## config.mk

```make
export PLATFORM = sky130hd
export DESIGN_NAME = elliptic_curve_frobenius_trace
export DESIGN_NICKNAME = d
export VERILOG_FILES = /design/src/rtl/ecft_pkg.sv /design/src/rtl/ecft_modmul.sv /design/src/rtl/elliptic_curve_frobenius_trace.sv
export SDC_FILE = /design/constraint.sdc
export NUM_CORES = 1
export LEC_CHECK = 0
export BUFFER_PORTS_ARGS = -buffer_cell sky130_fd_sc_hd__buf_2
export CORE_UTILIZATION = 55
export DETAILED_ROUTE_END_ITERATION = 6
export PLACE_DENSITY = 0.79
export SKIP_LAST_GASP = 1
export SYNTH_ARGS = -nofsm -noshare
export SYNTH_HDL_FRONTEND = slang
export SYNTH_SLANG_ARGS = --single-unit
export TNS_END_PERCENT = 50
```

## constraint.sdc

```tcl
create_clock -name clk_i -period 19.6 [get_ports clk_i]
set_input_delay 0.98 -clock clk_i [delete_from_list [all_inputs] [get_ports clk_i]]
set_output_delay 0.98 -clock clk_i [all_outputs]
set_load 0.05 [all_outputs]
```

## src/rtl/ecft_pkg.sv

```systemverilog
`timescale 1ns / 1ps
// ----------------------------------------------------------------------------
// ecft_pkg
// Shared types and constants for the elliptic curve Frobenius trace block.
// ----------------------------------------------------------------------------
package ecft_pkg;

  // discriminant weights of 4a^3 + 27b^2
  localparam int unsigned DiscK4  = 4;
  localparam int unsigned DiscK27 = 27;

  localparam int unsigned TraceW  = 8;
  localparam int unsigned CountW  = 11;
  localparam int unsigned OutW    = ((1 + TraceW + CountW + 7) / 8) * 8;

  typedef enum logic [4:0] {
    ST_IDLE,
    ST_RED_A,
    ST_RED_B,
    ST_A2,
    ST_A3,
    ST_A4,
    ST_B2,
    ST_B27,
    ST_DISC,
    ST_X2,
    ST_X3,
    ST_AX,
    ST_FSUM,
    ST_PSQ,
    ST_PMUL,
    ST_PCHK,
    ST_NEXT,
    ST_OUT
  } state_e;

endpackage

```

## src/rtl/ecft_modmul.sv

```systemverilog
`timescale 1ns / 1ps
// ----------------------------------------------------------------------------
// ecft_modmul
// Bit-serial modular multiplier: x * y mod p, one bit of y per cycle, msb
// first, with a double-and-add step and two compare-subtracts per cycle.
// ----------------------------------------------------------------------------
module ecft_modmul #(
  parameter int unsigned PB = 10,
  parameter int unsigned YW = 10
) (
  input  logic          clk_i,
  input  logic          rst_ni,
  input  logic          start_i,
  input  logic [PB-1:0] x_i,     // must be below p
  input  logic [YW-1:0] y_i,
  input  logic [PB-1:0] p_i,
  output logic          done_o,
  output logic [PB-1:0] prod_o
);

  localparam int unsigned CW = $clog2(YW + 1);

  logic          busy_q, busy_d;
  logic          done_q, done_d;
  logic [CW-1:0] cnt_q, cnt_d;
  logic [PB-1:0] acc_q, acc_d;
  logic [PB-1:0] x_q, x_d;
  logic [PB-1:0] p_q, p_d;
  logic [YW-1:0] y_q, y_d;

  logic [PB:0] dbl, dbl_r, sum, sum_r, p_ext;

  always_comb begin
    p_ext = {1'b0, p_q};
    dbl   = {acc_q, 1'b0};
    dbl_r = (dbl >= p_ext) ? dbl - p_ext : dbl;
    sum   = dbl_r + (y_q[YW-1] ? {1'b0, x_q} : '0);
    sum_r = (sum >= p_ext) ? sum - p_ext : sum;
  end

  always_comb begin
    busy_d = busy_q;
    done_d = 1'b0;
    cnt_d  = cnt_q;
    acc_d  = acc_q;
    x_d    = x_q;
    p_d    = p_q;
    y_d    = y_q;
    if (start_i) begin
      busy_d = 1'b1;
      cnt_d  = CW'(YW);
      acc_d  = '0;
      x_d    = x_i;
      p_d    = p_i;
      y_d    = y_i;
    end else if (busy_q) begin
      acc_d = sum_r[PB-1:0];
      y_d   = {y_q[YW-2:0], 1'b0};
      cnt_d = cnt_q - 1'b1;
      if (cnt_q == CW'(1)) begin
        busy_d = 1'b0;
        done_d = 1'b1;
      end
    end
  end

  always_ff @(posedge clk_i or negedge rst_ni) begin
    if (!rst_ni) begin
      busy_q <= 1'b0;
      done_q <= 1'b0;
      cnt_q  <= '0;
    end else begin
      busy_q <= busy_d;
      done_q <= done_d;
      cnt_q  <= cnt_d;
    end
  end

  always_ff @(posedge clk_i) begin
    acc_q <= acc_d;
    x_q   <= x_d;
    p_q   <= p_d;
    y_q   <= y_d;
  end

  assign done_o = done_q;
  assign prod_o = acc_q;

endmodule

```

## src/rtl/elliptic_curve_frobenius_trace.sv

```systemverilog
`timescale 1ns / 1ps
// ----------------------------------------------------------------------------
// elliptic_curve_frobenius_trace
// Trace of Frobenius and point count of y^2 = x^3 + ax + b over GF(p).
// ----------------------------------------------------------------------------
// One beat in gives one beat out. Every product goes through a single
// bit-serial modular multiplier with a YW-bit y operand (YW = max(PRIME_BITS, 5)).
// The discriminant costs seven products; then for each x in 0..p-1 three
// products form f(x), and for a nonzero f(x) Euler's criterion takes
// PRIME_BITS squarings plus one multiply per set bit of (p-1)/2. A new beat
// is accepted while the previous result waits on the master side;
// prime_modulus is taken from the cfg channel when idle.
// ----------------------------------------------------------------------------
module elliptic_curve_frobenius_trace #(
  parameter int unsigned PRIME_BITS = 10
) (
  input  logic                        clk_i,
  input  logic                        rst_ni,
  input  logic                        cfg_valid_i,
  output logic                        cfg_ready_o,
  input  logic [PRIME_BITS-1:0]       cfg_data_i,     // prime_modulus
  input  logic                        s_axis_tvalid,
  output logic                        s_axis_tready,
  // coeff_a, coeff_b, zero fill
  input  logic [((2*PRIME_BITS+7)/8)*8-1:0] s_axis_tdata,
  output logic                        m_axis_tvalid,
  input  logic                        m_axis_tready,
  // good_reduction, frobenius_trace, point_count, zero fill
  output logic [ecft_pkg::OutW-1:0]   m_axis_tdata
);

  localparam int unsigned PB  = PRIME_BITS;
  localparam int unsigned YW  = (PB > 5) ? PB : 5;
  localparam int unsigned BW  = $clog2(PB);
  localparam int unsigned SW  = PB + 2;
  localparam int unsigned WW  = PB + 4;
  localparam int unsigned TW  = ecft_pkg::TraceW;
  localparam int unsigned NW  = ecft_pkg::CountW;

  ecft_pkg::state_e state_q, state_d;

  logic [PB-1:0] p_q;
  logic [PB-1:0] a_q, b_q, t_q, x_q, f_q, acc_q;
  logic [BW-1:0] bi_q;
  logic signed [SW-1:0] sum_q;
  logic          good_q;
  logic          issued_q;
  logic          mvalid_q;
  logic [ecft_pkg::OutW-1:0] mdata_q;

  logic          is_mul;
  logic          mm_start, mm_done;
  logic [PB-1:0] mm_x, mm_prod;
  logic [YW-1:0] mm_y;
  logic [PB-1:0] half;
  logic [PB:0]   s1, s1r, s2, s2r, p_ext;
  logic          in_beat, out_load;

  logic signed [WW-1:0] trace_w, count_w;
  logic signed [TW-1:0] trace_sat;
  logic [NW-1:0]        count_sat;

  assign in_beat  = s_axis_tvalid && s_axis_tready;
  assign out_load = (state_q == ecft_pkg::ST_OUT) && (!mvalid_q || m_axis_tready);
  assign half     = (p_q - 1'b1) >> 1;
  assign p_ext    = {1'b0, p_q};

  // f = x^3 + ax + b, two modular adds; the first also gives 4a^3 + 27b^2
  always_comb begin
    s1  = {1'b0, t_q} + {1'b0, f_q};
    s1r = (s1 >= p_ext) ? s1 - p_ext : s1;
    s2  = s1r + {1'b0, b_q};
    s2r = (s2 >= p_ext) ? s2 - p_ext : s2;
  end

  // next state
  always_comb begin
    state_d = state_q;
    unique case (state_q)
      ecft_pkg::ST_IDLE:
        if (in_beat) state_d = (p_q < PB'(3)) ? ecft_pkg::ST_OUT : ecft_pkg::ST_RED_A;
      ecft_pkg::ST_RED_A: if (mm_done) state_d = ecft_pkg::ST_RED_B;
      ecft_pkg::ST_RED_B: if (mm_done) state_d = ecft_pkg::ST_A2;
      ecft_pkg::ST_A2:    if (mm_done) state_d = ecft_pkg::ST_A3;
      ecft_pkg::ST_A3:    if (mm_done) state_d = ecft_pkg::ST_A4;
      ecft_pkg::ST_A4:    if (mm_done) state_d = ecft_pkg::ST_B2;
      ecft_pkg::ST_B2:    if (mm_done) state_d = ecft_pkg::ST_B27;
      ecft_pkg::ST_B27:   if (mm_done) state_d = ecft_pkg::ST_DISC;
      ecft_pkg::ST_DISC:
        state_d = (s1r == '0) ? ecft_pkg::ST_OUT : ecft_pkg::ST_X2;
      ecft_pkg::ST_X2:    if (mm_done) state_d = ecft_pkg::ST_X3;
      ecft_pkg::ST_X3:    if (mm_done) state_d = ecft_pkg::ST_AX;
      ecft_pkg::ST_AX:    if (mm_done) state_d = ecft_pkg::ST_FSUM;
      ecft_pkg::ST_FSUM:
        state_d = (s2r == '0) ? ecft_pkg::ST_NEXT : ecft_pkg::ST_PSQ;
      ecft_pkg::ST_PSQ:
        if (mm_done) begin
          if (half[bi_q])       state_d = ecft_pkg::ST_PMUL;
          else if (bi_q == '0)  state_d = ecft_pkg::ST_PCHK;
        end
      ecft_pkg::ST_PMUL:
        if (mm_done) state_d = (bi_q == '0) ? ecft_pkg::ST_PCHK : ecft_pkg::ST_PSQ;
      ecft_pkg::ST_PCHK:  state_d = ecft_pkg::ST_NEXT;
      ecft_pkg::ST_NEXT:
        state_d = (x_q == p_q - 1'b1) ? ecft_pkg::ST_OUT : ecft_pkg::ST_X2;
      ecft_pkg::ST_OUT:   if (out_load) state_d = ecft_pkg::ST_IDLE;
      default:            state_d = ecft_pkg::ST_IDLE;
    endcase
  end

  // outputs and multiplier operands
  always_comb begin
    is_mul = 1'b1;
    mm_x   = '0;
    mm_y   = '0;
    unique case (state_q)
      ecft_pkg::ST_RED_A: begin mm_x = PB'(1); mm_y = YW'(a_q); end
      ecft_pkg::ST_RED_B: begin mm_x = PB'(1); mm_y = YW'(b_q); end
      ecft_pkg::ST_A2:    begin mm_x = a_q;    mm_y = YW'(a_q); end
      ecft_pkg::ST_A3:    begin mm_x = t_q;    mm_y = YW'(a_q); end
      ecft_pkg::ST_A4:    begin mm_x = t_q;    mm_y = YW'(ecft_pkg::DiscK4); end
      ecft_pkg::ST_B2:    begin mm_x = b_q;    mm_y = YW'(b_q); end
      ecft_pkg::ST_B27:   begin mm_x = t_q;    mm_y = YW'(ecft_pkg::DiscK27); end
      ecft_pkg::ST_X2:    begin mm_x = x_q;    mm_y = YW'(x_q); end
      ecft_pkg::ST_X3:    begin mm_x = t_q;    mm_y = YW'(x_q); end
      ecft_pkg::ST_AX:    begin mm_x = a_q;    mm_y = YW'(x_q); end
      ecft_pkg::ST_PSQ:   begin mm_x = acc_q;  mm_y = YW'(acc_q); end
      ecft_pkg::ST_PMUL:  begin mm_x = acc_q;  mm_y = YW'(f_q); end
      default:            is_mul = 1'b0;
    endcase
    mm_start      = is_mul && !issued_q;
    s_axis_tready = (state_q == ecft_pkg::ST_IDLE);
    cfg_ready_o   = (state_q == ecft_pkg::ST_IDLE);
  end

  ecft_modmul #(
    .PB (PB),
    .YW (YW)
  ) u_modmul (
    .clk_i   (clk_i),
    .rst_ni  (rst_ni),
    .start_i (mm_start),
    .x_i     (mm_x),
    .y_i     (mm_y),
    .p_i     (p_q),
    .done_o  (mm_done),
    .prod_o  (mm_prod)
  );

  // result formatting with saturation
  always_comb begin
    trace_w = -WW'(sum_q);
    count_w = $signed({{(WW-PB){1'b0}}, p_q}) + WW'(1) + WW'(sum_q);
    if (trace_w > 127)       trace_sat = TW'(127);
    else if (trace_w < -128) trace_sat = TW'(-128);
    else                     trace_sat = TW'(trace_w);
    if (count_w < 0)         count_sat = '0;
    else if (count_w > 2047) count_sat = '1;
    else                     count_sat = NW'(count_w);
  end

  always_ff @(posedge clk_i or negedge rst_ni) begin
    if (!rst_ni) begin
      state_q  <= ecft_pkg::ST_IDLE;
      p_q      <= PB'(587);
      issued_q <= 1'b0;
      mvalid_q <= 1'b0;
    end else begin
      state_q <= state_d;
      if (cfg_valid_i && cfg_ready_o) p_q <= cfg_data_i;
      if (mm_done)       issued_q <= 1'b0;
      else if (mm_start) issued_q <= 1'b1;
      if (out_load)           mvalid_q <= 1'b1;
      else if (m_axis_tready) mvalid_q <= 1'b0;
    end
  end

  always_ff @(posedge clk_i) begin
    if (in_beat) begin
      a_q    <= s_axis_tdata[PB-1:0];
      b_q    <= s_axis_tdata[2*PB-1:PB];
      good_q <= 1'b0;
    end
    if (mm_done) begin
      unique case (state_q)
        ecft_pkg::ST_RED_A: a_q   <= mm_prod;
        ecft_pkg::ST_RED_B: b_q   <= mm_prod;
        ecft_pkg::ST_A4,
        ecft_pkg::ST_AX:    f_q   <= mm_prod;
        ecft_pkg::ST_PSQ,
        ecft_pkg::ST_PMUL:  acc_q <= mm_prod;
        default:            t_q   <= mm_prod;
      endcase
    end
    case (state_q)
      ecft_pkg::ST_DISC: begin
        good_q <= (s1r != '0);
        x_q    <= '0;
        sum_q  <= '0;
      end
      ecft_pkg::ST_FSUM: begin
        f_q   <= s2r[PB-1:0];
        acc_q <= PB'(1);
        bi_q  <= BW'(PB - 1);
      end
      ecft_pkg::ST_PSQ:
        if (mm_done && !half[bi_q] && bi_q != '0) bi_q <= bi_q - 1'b1;
      ecft_pkg::ST_PMUL:
        if (mm_done && bi_q != '0) bi_q <= bi_q - 1'b1;
      ecft_pkg::ST_PCHK:
        sum_q <= (acc_q == PB'(1)) ? sum_q + SW'(1) : sum_q - SW'(1);
      ecft_pkg::ST_NEXT:
        x_q <= x_q + 1'b1;
      default: ;
    endcase
    if (out_load) begin
      mdata_q <= good_q ? {{(ecft_pkg::OutW-1-TW-NW){1'b0}}, count_sat, trace_sat, 1'b1}
                        : '0;
    end
  end

  assign m_axis_tvalid = mvalid_q;
  assign m_axis_tdata  = mdata_q;

  // the multiplier only finishes a product that was requested
  a_done_issued: assert property (@(posedge clk_i) disable iff (!rst_ni)
    mm_done |-> issued_q)
    else $error("multiplier finished without a request");

  a_x_range: assert property (@(posedge clk_i) disable iff (!rst_ni)
    (state_q == ecft_pkg::ST_X2 || state_q == ecft_pkg::ST_NEXT) |-> (x_q < p_q))
    else $error("x walked past the modulus");

  a_bad_zero: assert property (@(posedge clk_i) disable iff (!rst_ni)
    (m_axis_tvalid && !m_axis_tdata[0]) |-> (m_axis_tdata[TW+NW:1] == '0))
    else $error("bad reduction with nonzero trace or count");

endmodule

```

==> metrics list <==
* Final setup margin: 11,450 ps
- The mapped netlist covers 12,620 um^2.
- The tree is rooted in a sky130_fd_sc_hd__clkbuf_16.
* CTS-repair resized insts: 0
- Worst clock skew on the final layout: 14.14 ps
- Final Cycle Share: 41.58%
- Vias per std cell: 6.322
* Avg Cell Area, Syn: 8.794 um^2
- Post-Place Cell Area: 13,060 um^2
* RSZ-0062 raised after global routing: false
* Number of search-and-repair iterations in the first detailed-routing pass: 7
* Crit path buf inv count: 3
- In this design, the largest share of critical-path delay is due to simple AND/OR/NAND/NOR gates.
- Count of flip-flops with a built-in enable after synthesis: 97
- For this block, wires on met1 add up to 14,900 um.
- Proportion of layout cells with a drive suffix above 1: 9.598%
- The most used flip-flop cell after synthesis is sky130_fd_sc_hd__edfxtp_1.
* Die span in x: 153.5 um
* Total overflow reported by the global router: 0
- The clock reaches the later pin of the worst-skew pair after 450 ps.
* Highest achievable clock rate: 122.7 MHz
* Top Layer Used: met4
- Hold Path Cell Cnt: 2
- Status: complete, no violations
* Count of synthesis-stage warnings from yosys: 0
- In this run the post-CTS setup repair buffer count came out at 0.
* Synthesized netlist cell count: 1,435
- Initial standard-cell utilization of the core: 55.91%
* Area added between synthesis and finish: 8.140%
- HP Start: acc_q[2]
* GPL Wtd Cong: 0.9473
- Across every metal layer, demand over resource in global routing totals 29.47%.
* Critical path capture point type: flip-flop
- In this run the core area contains 55 standard-cell rows.
- The count of buffers added on input and output ports is 57.
* Core region area: 22,570 um^2
- Antenna violations before repair: 0
- Detailed routing placed a total of 2853 um of wire on met3.
* Average detailed-routed wire length per instance: 19.55 um
- STA puts the critical path data arrival time at 8430 ps.
- FF/Latch Area: 4295 um^2
- CTS tree: done
- The clock passes through at most 2 buffers.
* Die Y: 153.5 um
* Pre-CTS setup slack: 11,590 ps
- Across the run, the number of max-cap violations was 0.
- Register area share after synthesis: 34.04%
- Type of the most critical hold path: reg2reg
- Counting stages on the worst path, the most repeated cell is sky130_fd_sc_hd__ha_1.
- The detail route stage leaves a number of antenna-violating nets equal to 0.
- In this run, post-CTS hold repair placed 0 buffers.
- Core utilization of the finished layout: 60.46%
* Largest net degree at the start of global routing: 37
- The clock drives 160 sinks.
- H-Tree Level Count: 4
- Residual DRC: 0
- STA puts the critical path data required time at 19,880 ps.
* Global-route wire length before repair: 54,040 um
- The wire-length estimate of the detail-placed layout is 26,640 um.
- The die covers 23,550 um^2.
* Total length of routed wires: 34,290 um
- At the pin with the least slew margin, the transition time is 1215 ps.
- The number of max-slew violations in the final report was 0.
- Flop2flop setup slack: 11,450 ps
- For this block, the initial DRC count from the detailed router was 1,174.
* Length in cells of the worst reg-to-reg path: 34
- Async set-reset flop share out of synthesis: 14.37%
- Tracing the worst setup path back leads to its startpoint at t_q[0].
* Class of the most critical setup path: reg2reg
- Counting flops and latches in the post-synthesis netlist gives 160.
- STA classifies the critical path startpoint as a flip-flop.
- The slowest stage of the critical path belongs to the cell sky130_fd_sc_hd__or4_4.
- Once layout is done, the placed cells without fillers occupy 13,650 um^2.
- Clock slew at the register clock pins of the worst setup and hold paths: 70 ps
* Via count of the first global-routing pass: 10,330
- Fill cell count: 1,903
- 66 I/O pins were placed.
- Final number of setup-violating endpoints: 0
- Antenna diode count: 0
* Area of the multi-input gates: 7781 um^2
* Startpoint of the lowest-slack register-to-register path: t_q[0]
- Inserted Clock Buffers: 17
- After the last flow step, the layout net total stands at 1,603.
* Max transition margin: 18.16%
* Final period demand of the worst path: 8150 ps
* Capture endpoint of the worst hold path: acc_q[2]
- DR WL met2: 15,110 um
* Vias: 11,090
- Final hold viol count: 0
- Crit Path Max Fanout: 15
- For the final routed database, the setup TNS stands at 0 ps.
- Unique masters post-synth: 85
- In this run the critical register-to-register path is captured at state_q[0].
- Max incr delay on CP: 510 ps
[how the worst max path moves through the flow]
stage | cells past startpoint | slack [ps] | endpoint
global placement | 33 | 11720 | state_q[0]
floorplan | 33 | 12160 | state_q[0]
detailed placement | 33 | 11590 | state_q[0]
finish | 34 | 11450 | state_q[0]
CTS | 33 | 11580 | state_q[0]
global route | 34 | 10950 | state_q[0]
[cell usage after synthesis (all sizes together) (13+ instances only)]
cell    instances  area [um^2]
a21o           24        180.2
mux2           15        168.9
a31oi          19        125.1
xnor2          59        516.8
nor2          115        431.7
o21ai          93        465.4
inv            78        292.8
nand3          41        205.2
a222oi         15        150.1
nor2b          17        106.4
o21a           13        97.59
ha             99         1239
dfrtp          18        450.4
nand2         141        529.3
nand2b         15        93.84
xor2           40        350.3
and2           24        150.1
mux2i          42        420.4
clkbuf         50        187.7
nor3           31        155.2
a22oi          21        157.7
buf            15        80.08
a21oi         123        623.1
dfxtp          40        800.8
or3            19        118.9
edfxtp         97         2913
[through the flow]
stage / instances / hold slack [ps]
floorplan: 1438 / 419.6
global placement: 1722 / 474.0
detailed placement: 1722 / 479.7
CTS: 1754 / 488.6
global route: 1754 / 527.2
finish: 1754 / 489.5
[layout by cell type (no fill, tap or decap), types with 42 or more instances in the layout]
cell type | Yosys | layout
sky130_fd_sc_hd__a21oi_1 | 121 | 121
sky130_fd_sc_hd__nor2_1 | 115 | 115
sky130_fd_sc_hd__buf_2 | 4 | 57
sky130_fd_sc_hd__ha_1 | 99 | 99
sky130_fd_sc_hd__o21ai_0 | 86 | 86
sky130_fd_sc_hd__inv_1 | 76 | 76
sky130_fd_sc_hd__mux2i_1 | 42 | 42
sky130_fd_sc_hd__nand2_1 | 141 | 141
sky130_fd_sc_hd__xnor2_1 | 59 | 59
sky130_fd_sc_hd__edfxtp_1 | 97 | 97
[flip-flops by register name (all words and copies together), names as in the netlist, 4 cells and up]
signal	cells
a_q	10
acc_q	10
b_q	10
bi_q	4
f_q	10
m_axis_tdata	20
p_q	10
state_q	5
sum_q	12
t_q	10
u_modmul.cnt_q	4
u_modmul.p_q	10
u_modmul.prod_o	10
u_modmul.x_q	10
u_modmul.y_q	10
x_q	10
[cell families after synthesis]
kind of cell / Yosys count / synth area share [%]
buffers and inverters: 143 / 4.442
muxes: 58 / 4.848
AOI/OAI and AO/OA: 401 / 20.81
and+or+nand+nor: 465 / 17.72
other: 1 / 0.02972
adders and majority gates: 108 / 11.24
xor gates and xnor gates: 99 / 6.871
DFF: 160 / 34.04
[worst min-delay path: stages, from the launching register on]
cell and delay (ps):
sky130_fd_sc_hd__dfxtp_1 330, sky130_fd_sc_hd__nand2_1 60, sky130_fd_sc_hd__a21oi_1 50
[per-layer routing]
layer  track usage (%)  vias up
li1                  -     5311
met1             39.37     5210
met2             45.94      495
met3             5.869       72
met4             13.76        0
met5                 0        -
[area by class of cell]
type	instances	share of cell area (%)
clock buffer	21	3.603
timing repair buffer	64	2.475
clock inverter	11	0.6693
inverter	78	2.145
multi-input combinational	1135	57.02
tap	285	2.613
sequential	160	31.48
Power is left out: the tool's default activity adds up to more than one toggle a clock period on the data nets, which glitch-free logic cannot reach.
